[src/hdl/lrs_pkg.sv]
// Package for the LRU recency stack: widths, action codes and the structs
// passed along the cell chain. No dependencies.
package lrs_pkg;

    localparam int FRAME_W        = 6;
    localparam int CFG_W          = 7;
    localparam int MAX_FRAMES_DEF = 64;
    localparam int S_TDATA_W      = 8;
    localparam int M_TDATA_W      = 8;
    localparam int M_TUSER_W      = 2;

    localparam logic [CFG_W-1:0] CFG_RESET = CFG_W'(64);

    localparam logic ACT_REFERENCE = 1'b0;
    localparam logic ACT_EVICT     = 1'b1;

    // Broadcast to every cell for the beat being accepted.
    typedef struct packed {
        logic               evict;
        logic [FRAME_W-1:0] frame;
        logic               found;
        logic               full;
    } lrs_cmd_t;

    // Contents of one cell, handed to the next deeper cell.
    typedef struct packed {
        logic               valid;
        logic [FRAME_W-1:0] entry;
    } lrs_slot_t;

    // Summary of the deeper part of the chain, rippling toward the top.
    typedef struct packed {
        logic               valid;
        logic               hit;
        logic               full;
        logic [FRAME_W-1:0] tail;
    } lrs_link_t;

endpackage

[src/hdl/lrs_cell.sv]
// One position of the recency stack: holds an entry and its valid bit.
// Depends on lrs_pkg.
module lrs_cell #(
    parameter int IDX_W = 6,
    parameter int IDX   = 0
) (
    input  logic              aclk,
    input  logic              aresetn,
    input  logic              go,
    input  lrs_pkg::lrs_cmd_t cmd,
    input  logic [IDX_W-1:0]  cap_m1,
    input  lrs_pkg::lrs_slot_t slot_in,
    output lrs_pkg::lrs_slot_t slot_out,
    input  lrs_pkg::lrs_link_t up_in,
    output lrs_pkg::lrs_link_t up_out
);
    import lrs_pkg::*;

    logic               valid_reg, valid_next;
    logic [FRAME_W-1:0] entry_reg, entry_next;
    logic               match;
    logic               is_tail;

    assign match   = valid_reg && (entry_reg == cmd.frame);
    assign is_tail = valid_reg && !up_in.valid;

    always_comb begin
        up_out.valid = valid_reg;
        up_out.hit   = match || up_in.hit;
        up_out.full  = (valid_reg && (cap_m1 == IDX_W'(IDX))) || up_in.full;
        up_out.tail  = is_tail ? entry_reg : up_in.tail;
    end

    assign slot_out.valid = valid_reg;
    assign slot_out.entry = entry_reg;

    always_comb begin
        valid_next = valid_reg;
        entry_next = entry_reg;
        if (cmd.evict) begin
            if (is_tail) begin
                valid_next = 1'b0;
            end
        end else if (cmd.found) begin
            if (up_out.hit) begin
                entry_next = slot_in.entry;
            end
        end else if (cmd.full) begin
            if (valid_reg) begin
                entry_next = slot_in.entry;
            end
        end else if (valid_reg || slot_in.valid) begin
            entry_next = slot_in.entry;
            valid_next = 1'b1;
        end
    end

    always_ff @(posedge aclk) begin
        if (!aresetn) begin
            valid_reg <= 1'b0;
        end else if (go) begin
            valid_reg <= valid_next;
        end
    end

    always_ff @(posedge aclk) begin
        if (go) begin
            entry_reg <= entry_next;
        end
    end

endmodule

[src/hdl/lru_recency_stack_top.sv]
// Top level of the LRU recency stack: capacity register, cell chain and
// output register. Depends on lrs_pkg and lrs_cell.
//
// Takes one beat per clock while s_tready is high and returns exactly one
// result beat for each from the output register; s_tready is high whenever
// the output register is empty or being drained. The stack is a row of
// MAX_FRAMES cells that all compare the frame at once; the match, fill and
// tail summaries ripple from the deepest cell to the top within the cycle,
// so that chain sets the clock period. Reset clears the stack and sets the
// capacity to 64. Capacity 0 acts as 1, values above MAX_FRAMES act as MAX_FRAMES.
module lru_recency_stack_top #(
    parameter int MAX_FRAMES = lrs_pkg::MAX_FRAMES_DEF
) (
    input  logic                            aclk,
    input  logic                            aresetn,
    input  logic                            cfg_valid,
    output logic                            cfg_ready,
    input  logic [lrs_pkg::CFG_W-1:0]       cfg_data,     // frames_in_use
    input  logic                            s_tvalid,
    output logic                            s_tready,
    input  logic [lrs_pkg::S_TDATA_W-1:0]   s_tdata,      // [5:0] frame_number
    input  logic                            s_tuser,      // action
    output logic                            m_tvalid,
    input  logic                            m_tready,
    output logic [lrs_pkg::M_TDATA_W-1:0]   m_tdata,      // [5:0] victim_frame
    output logic [lrs_pkg::M_TUSER_W-1:0]   m_tuser       // [0] victim_valid, [1] was_present
);
    import lrs_pkg::*;

    localparam int IDX_W = $clog2(MAX_FRAMES);
    localparam int CNT_W = $clog2(MAX_FRAMES + 1);
    localparam int CW    = (CNT_W > CFG_W) ? CNT_W : CFG_W;

    logic [CFG_W-1:0]     cap_cfg_reg;
    logic [CW-1:0]        cfg_ext, cap_lo, cap;
    logic [IDX_W-1:0]     cap_m1;

    logic                 s_fire;
    lrs_cmd_t             cmd;
    lrs_slot_t            head_slot;
    lrs_slot_t            slot_w [MAX_FRAMES];
    lrs_link_t            up_w   [MAX_FRAMES+1];
    logic [MAX_FRAMES-1:0] valid_vec;

    logic                 victim_valid, was_present;
    logic [FRAME_W-1:0]   victim_frame;

    logic                 m_tvalid_reg;
    logic [M_TDATA_W-1:0] m_tdata_reg;
    logic [M_TUSER_W-1:0] m_tuser_reg;

    assign cfg_ready = 1'b1;

    always_ff @(posedge aclk) begin
        if (!aresetn) begin
            cap_cfg_reg <= CFG_RESET;
        end else if (cfg_valid) begin
            cap_cfg_reg <= cfg_data;
        end
    end

    always_comb begin
        cfg_ext = CW'(cap_cfg_reg);
        cap_lo  = (cfg_ext == '0) ? CW'(1) : cfg_ext;
        cap     = (cap_lo > CW'(MAX_FRAMES)) ? CW'(MAX_FRAMES) : cap_lo;
        cap_m1  = IDX_W'(cap - CW'(1));
    end

    assign s_tready = !m_tvalid_reg || m_tready;
    assign s_fire   = s_tvalid && s_tready;

    assign up_w[MAX_FRAMES] = '0;

    always_comb begin
        cmd.evict = (s_tuser == ACT_EVICT);
        cmd.frame = s_tdata[FRAME_W-1:0];
        cmd.found = up_w[0].hit;
        cmd.full  = up_w[0].full;
        head_slot.valid = 1'b1;
        head_slot.entry = s_tdata[FRAME_W-1:0];
    end

    for (genvar i = 0; i < MAX_FRAMES; i++) begin : g_cell
        lrs_slot_t cell_in;
        if (i == 0) begin : g_head
            assign cell_in = head_slot;
        end else begin : g_body
            assign cell_in = slot_w[i-1];
        end

        lrs_cell #(
            .IDX_W (IDX_W),
            .IDX   (i)
        ) u_cell (
            .aclk     (aclk),
            .aresetn  (aresetn),
            .go       (s_fire),
            .cmd      (cmd),
            .cap_m1   (cap_m1),
            .slot_in  (cell_in),
            .slot_out (slot_w[i]),
            .up_in    (up_w[i+1]),
            .up_out   (up_w[i])
        );

        assign valid_vec[i] = slot_w[i].valid;
    end

    always_comb begin
        if (cmd.evict) begin
            victim_valid = up_w[0].valid;
            was_present  = 1'b0;
        end else begin
            victim_valid = !cmd.found && cmd.full;
            was_present  = cmd.found;
        end
        victim_frame = victim_valid ? up_w[0].tail : '0;
    end

    always_ff @(posedge aclk) begin
        if (!aresetn) begin
            m_tvalid_reg <= 1'b0;
        end else if (s_fire) begin
            m_tvalid_reg <= 1'b1;
        end else if (m_tready) begin
            m_tvalid_reg <= 1'b0;
        end
    end

    always_ff @(posedge aclk) begin
        if (s_fire) begin
            m_tdata_reg <= M_TDATA_W'(victim_frame);
            m_tuser_reg <= {was_present, victim_valid};
        end
    end

    assign m_tvalid = m_tvalid_reg;
    assign m_tdata  = m_tdata_reg;
    assign m_tuser  = m_tuser_reg;

    // stack stays packed toward the top
    a_packed: assert property (@(posedge aclk) disable iff (!aresetn)
        ((valid_vec >> 1) & ~valid_vec) == '0)
        else $error("recency stack has a hole");

    a_flags_excl: assert property (@(posedge aclk) disable iff (!aresetn)
        m_tvalid |-> !(m_tuser[0] && m_tuser[1]))
        else $error("victim reported on a hit");

    a_empty_evict: assert property (@(posedge aclk) disable iff (!aresetn)
        (s_fire && s_tuser == ACT_EVICT && !valid_vec[0]) |=> !m_tuser[0])
        else $error("victim reported from empty stack");

    a_evict_shrinks: assert property (@(posedge aclk) disable iff (!aresetn)
        (s_fire && s_tuser == ACT_EVICT) |=>
            ($countones(valid_vec) + 1 == $countones($past(valid_vec))) ||
            ($past(valid_vec) == '0))
        else $error("eviction did not drop one entry");

endmodule

[config.mk]
export PLATFORM = sky130hd
export DESIGN_NAME = lru_recency_stack_top
export DESIGN_NICKNAME = d
export VERILOG_FILES = /design/src/hdl/lrs_pkg.sv /design/src/hdl/lrs_cell.sv /design/src/hdl/lru_recency_stack_top.sv
export SDC_FILE = /design/constraint.sdc
export NUM_CORES = 1
export LEC_CHECK = 0
export ABC_CLOCK_PERIOD_IN_PS = 7200
export BUFFER_PORTS_ARGS = -buffer_cell sky130_fd_sc_hd__buf_2
export CAP_MARGIN = 30
export CORE_ASPECT_RATIO = 0.5
export CORE_UTILIZATION = 69
export CTS_CLUSTER_DIAMETER = 150
export DETAILED_ROUTE_END_ITERATION = 12
export PLACE_DENSITY = 0.86
export SLEW_MARGIN = 30
export SYNTH_ARGS = -nofsm -noshare
export SYNTH_HDL_FRONTEND = slang
export SYNTH_SLANG_ARGS = --single-unit
[constraint.sdc]
create_clock -name aclk -period 7.2 [get_ports aclk]
set_clock_uncertainty 0.2 [all_clocks]
set_input_delay 2.16 -clock aclk [delete_from_list [all_inputs] [get_ports aclk]]
set_output_delay 2.16 -clock aclk [all_outputs]
set_load 0.01 [all_outputs]
* Yosys cells after proc, flatten, opt, wreduce, memory -nomap -nowiden *
Index checks and enable logic that the tools add are counted.

cells by class
  add/subtract/negate cells = 1
  equality and inequality tests = 319
  mux-type cells = 705
  reductions and logical operators = 705
  magnitude comparators = 1
  bitwise gates (word level) = 1

operators by type and width
  cell                                                    number
  2-to-1 mux 6 bit                                        383
  AND reduction 5 bit                                     125
  equality test 6 bit                                     64
  2-to-1 mux 1 bit                                        321
  inequality test 2 x 1 -> 1 bit (second input constant)  126
  logical AND 1 bit                                       193
  equality test 6 bit (second input constant)             32
  inequality test 3 x 1 -> 1 bit (second input constant)  64
  logical OR 1 bit                                        190
  nonzero test 3 bit                                      63
  nonzero test 2 bit                                      64
  equality test 6 x 5 -> 1 bit (second input constant)    16
  logical NOT 1 bit                                       65
  equality test 6 x 4 -> 1 bit (second input constant)    8
  equality test 6 x 3 -> 1 bit (second input constant)    4
  equality test 6 x 2 -> 1 bit (second input constant)    2
  AND reduction 4 bit                                     2
  > comparator 7 bit (second input constant)              1
  logical NOT 7 bit                                       1
  2-to-1 mux 7 bit                                        1
  equality test 6 x 1 -> 1 bit (second input constant)    1
  logical NOT 6 bit                                       1
  subtractor 6 x 1 -> 6 bit (second input constant)       1
  inequality test 2 bit (second input constant)           2
  other kinds (2)                                         2

storage, ports and cells
  flip-flop bits (word level) = 464
  input bits = 21
  word-level logic and storage cells = 1865

* Logic depth before layout (Yosys ltp) *
  depth after elaboration = 73
  gate-level depth with buffers = 15
  gate-level depth less buffers = 9

* Modules after synthesis *
From an unflattened synthesis, not the netlist that was laid out.

second synthesis, totals
  cells, all modules = 3051
  area total of the unflattened synthesis = 30809.5 µm²

by module, submodules not included
  module                             instances  area an instance (µm²)  cells an instance
  lrs_cell at g_cell[10].u_cell ...  16         460.4                   51
  lrs_cell at g_cell[29].u_cell ...  8          489.2                   39
  lrs_cell at g_cell[23].u_cell ...  8          485.5                   38
  lrs_cell at g_cell[21].u_cell ...  8          461.7                   51
  lrs_cell at g_cell[0].u_cell ...   4          484.2                   39
  lrs_cell at g_cell[13].u_cell ...  4          460.4                   52
  lrs_cell at g_cell[16].u_cell ...  4          459.2                   51
  lrs_cell at g_cell[11].u_cell ...  4          456.7                   50
  lrs_cell at g_cell[60].u_cell ...  3          486.7                   39
  lrs_cell at g_cell[12].u_cell ...  2          459.2                   52
  lrs_cell at g_cell[1].u_cell ...   2          457.9                   51
  lru_recency_stack_top              1          760.7                   70
  lrs_cell at g_cell[3].u_cell       1          454.2                   50

* Worst setup path after synthesis *
No wires, ideal clock.

  kind = in2reg
  start point = input port s_tdata[5] (netlist name)
  end point = register g_cell[55].u_cell.entry_reg[0], enable pin
  path slack = 1810 ps
  required time = 6619 ps
  buffers on the path = 5
  stages on the path = 12
  arrival = 4808 ps
  cells stage by stage = buf_4 buf_6 buf_6 buf_4 xor2_1 nor4_1 nor3_1 nand2_1 nor3_4 buf_4 nor3b_1 a311oi_1

on the way
  longest elaborated chain between the ends = 67
  elaborated cells on any way between the ends = 195
  those cells by class = eq/ne (66); reduce/logical (129)

RTL lines
  what                                                              RTL line                     text
  start: declaration                                                lru_recency_stack_top.sv:21  input logic [lrs_pkg::S_TDATA_W-1:0] s_tdata,
  equality test 6 bit                                               lrs_cell.sv:24               assign match = valid_reg && (entry_reg == cmd.frame);
  logical AND 1 bit                                                 lrs_cell.sv:24
  logical OR 1 bit (63 in series)                                   lrs_cell.sv:29               up_out.hit = match || up_in.hit;
  inequality test 3 x 1 -> 1 bit (no line) (tied with other cells)  -
  AND reduction 5 bit (no line) *                                   -
  end signal: assignment                                            lrs_cell.sv:68               entry_reg <= entry_next;
  end: declaration                                                  lrs_cell.sv:20               logic [FRAME_W-1:0] entry_reg, entry_next;

Mark *: on every way between the ends. The rest lies on a longest branch, timed or not.
A chain may end at the register's enable or synchronous reset.

* Worst setup path after layout *
  start point = input port s_tdata[3] (netlist name)
  end point = register g_cell[51].u_cell.valid_reg

on the way
  longest elaborated chain between the ends = 67
  elaborated cells on any way between the ends = 193
  those cells by class = eq/ne (65); reduce/logical (128)

RTL lines
  what                               RTL line        text
  equality test 6 bit                lrs_cell.sv:24
  logical AND 1 bit                  lrs_cell.sv:24
  logical OR 1 bit (62 in series)    lrs_cell.sv:29
  logical OR 1 bit *                 lrs_cell.sv:29
  inequality test 2 bit (no line) *  -
  AND reduction 5 bit (no line) *    -
  end signal: assignment             lrs_cell.sv:62  valid_reg <= valid_next;
  end: declaration                   lrs_cell.sv:19  logic valid_reg, valid_next;

Marked as above.

==> impl_metrics.toml <==
[run_status]
status = "finished clean"

[sta]
max-slew-margin-rel_pct = 32.10
report.final.setup_viol = 0
fin_crit_sh_pct = 83.68
rsz0062_at_grt = "false"
drv_slew = 0
hold_violations = 0
max_freq_mhz = 166.0
hold_ws_ns = 0.2976
fin_setup_tns_ns = 0
fin_crit_ns = 6.025
tightest_slew_ns = 1.016

[cts]
cts_setup_buffers = 0
clkLatencyLatePin_ns = 0.58
post_cts_resized = 0
cts_made_buffers = 41
clock-sinks = 464
htreeDepth = 2
root_buffer = "clkbuf_16"
cts_hold_buffers = 0
path_clk_slew_ns = 0.07
cts_tree = "done"
clk_path_buf_depth = 3

[logic_synthesis]
synthDistinctLibCells = 82
yosys.area.top_type = "edfxtp_1"
synth.most_common_cell = "edfxtp_1"
avgSynthCellArea_um2 = 11.13
syn_area_um2 = 25730
yosysWarningCount = 0
ys.flop_type = "edfxtp_1"
synthTopCellsByArea = "edfxtp_1 (46%), xnor2_1 (7.4%), xor2_1 (5.7%)"
synth-edff-count = 392
ys_ff_latch = 464
async_reset_ff_share_pct = 0
synthCells = 2312
synth_top_cells_by_count = "edfxtp_1 (392), xnor2_1 (216), xor2_1 (168)"
ys_seq_area_share_pct = 51.35
synth_top_area_share_pct = 45.75

[global_routing]
grt_pass1_vias = 19150
overflow = 0
grt_antenna_before_repair = 1
grt_max_degree = 65
grt_pass1_wl_mm = 111.4
grt_usage_pct = 37.91

[cells_and_area]
area_growth_pct = 5.952
multiInputGateArea_um2 = 11380
finalNonFillerCells = 2757
largest_reg_flops = 384
antenna_cells = 0
final_nets = 2261
seq_area_um2 = 13210
layout-drive-gt1-share_pct = 9.767
n_fill_cell = 2410

[power]
intPower_uw = 4324
power_frac_seq_pct = 52.0
leakagePower_uw = 0.008742
p_sw_uw = 1240
powerDensity_nw_per_um2 = 204.1
combPwrFrac_pct = 5.2
swShare_pct = 22.29
vdd_drop_max_mv = 0.1759
clkPwrFrac_pct = 42.8

[worst_setup_path]
worst-setup-path-type = "input port to flip-flop"
critPathCaptureType = "flip-flop"
crit_required_ns = 7.47
crit_fanout = 25
ff2ff_setup_slack_ns = 2.60
start_kind = "input port"
worstPathArrival_ns = 6.30

[route]
drc = 0
dr_total_vias = 20270
routedWlPerCell_um = 26.24
drt.antenna.violating_nets = 0
drtIter0Drc = 3393
viasPerCell = 7.351
dr.pass1.iters = 7
drt_wl_total_mm = 72.35

[place]
place.gp.congestion = 1.030
dp_cells = 2681
dp_hpwl_mm = 50.78
portBuffers = 28

[min_path]
hold_path.class = "flip-flop to flip-flop"

[flow_run]
cap_viol_max_count = 0

[floorplanning]
die_h_um = 138.6
die_area_um2 = 38110
die_w_um = 275.1
io_pins = 34
fp.coreArea_um2 = 36290
num_rows = 49
initial_core_util_pct = 70.89
[layout by cell type, fill, tap and decap left out, types with 33 or more instances in the layout]
cell         n
a21oi_1    120
buf_4       52
clkbuf_16   43
dfxtp_1     72
edfxtp_1   392
nand2_1     98
nand2b_1    47
nand3_1     67
nand4_1     92
nor2_1      82
nor2b_1     41
nor3_1      33
nor4_1      45
o211ai_1    53
o21ai_0     85
o22ai_1    110
o31ai_2     39
xnor2_1    216
xor2_1     168
[cell type report]
class                           instances  share of cell area, %
Clock buffer                           50                  4.043
Clock inverter                         26                  1.161
Inverter                               23                 0.3213
Multi-Input combinational cell       1633                  41.73
Sequential cell                       464                  48.46
Tap cell                              484                  2.221
Timing Repair Buffer                   77                  2.056
[power by group through the flow]
stage / logic [uW] / clock network [uW] / registers [uW]
2_1_floorplan: 231 / 0 / 2940
6_report: 291 / 2380 / 2890
4_1_cts: 280 / 2380 / 2890
3_3_place_gp: 272 / 0 / 2950
3_5_place_dp: 278 / 0 / 2950
5_1_grt: 304 / 2480 / 2890
[layer usage]
metal	up-vias	wire [um]	track usage, %
met4	2	2531	12.21
met3	257	10390	10.04
met5	-	13	0
met1	9638	27880	54.58
met2	1672	31530	56.16
li1	8698	-	-
[cell families after synthesis]
kind of cell | after synthesis | share of synthesized area (%)
xor+xnor | 384 | 13.07
mux | 18 | 0.7732
flops | 464 | 51.35
compound gates | 629 | 17.44
other cells | 2 | 0.02919
simple gates | 599 | 12.78
buf+inv | 216 | 4.556
[worst paths after layout]
path / startpoint / to / cells after the start
setup / recovery: s_tdata[3] / g_cell[51].u_cell.valid_reg$_SDFFE_PN0P_ / 12
hold / removal: g_cell[30].u_cell.entry_reg[4]$_DFFE_PP_ / g_cell[31].u_cell.entry_reg[4]$_DFFE_PP_ / 0
setup reg to reg: cap_cfg_reg[1]$_SDFFE_PN0P_ / g_cell[3].u_cell.entry_reg[5]$_DFFE_PP_ / 10
hold reg to reg: g_cell[30].u_cell.entry_reg[4]$_DFFE_PP_ / g_cell[31].u_cell.entry_reg[4]$_DFFE_PP_ / 0
[worst max-delay path, cell delays in order]
cell and delay (ns):
buf_4 0.40, buf_4 0.45, xor2_1 0.21, nor4_1 0.11
nor3_1 0.28, and4_1 0.38, nand4_2 0.42, nor3_4 0.34
buf_4 0.45, nand3_4 0.45, buf_4 0.36, o31ai_2 0.25
[stage by stage]
| step | util [%] | cell area [um^2] | power (uW) | setup slack, ns |
|---|---|---|---|---|
| after floorplan | - | 25730 | 3175 | 1.810 |
| after global placement | 71.16 | 25830 | 3223 | 0.9304 |
| after detailed placement | 71.16 | 25830 | 3230 | 0.8912 |
| after CTS | 75.07 | 27250 | 5549 | 1.411 |
| after global routing | 75.11 | 27260 | 5681 | 1.147 |
| final | 75.11 | 27260 | 5564 | 1.175 |
Note: power is estimated with default switching activity, not from simulation.
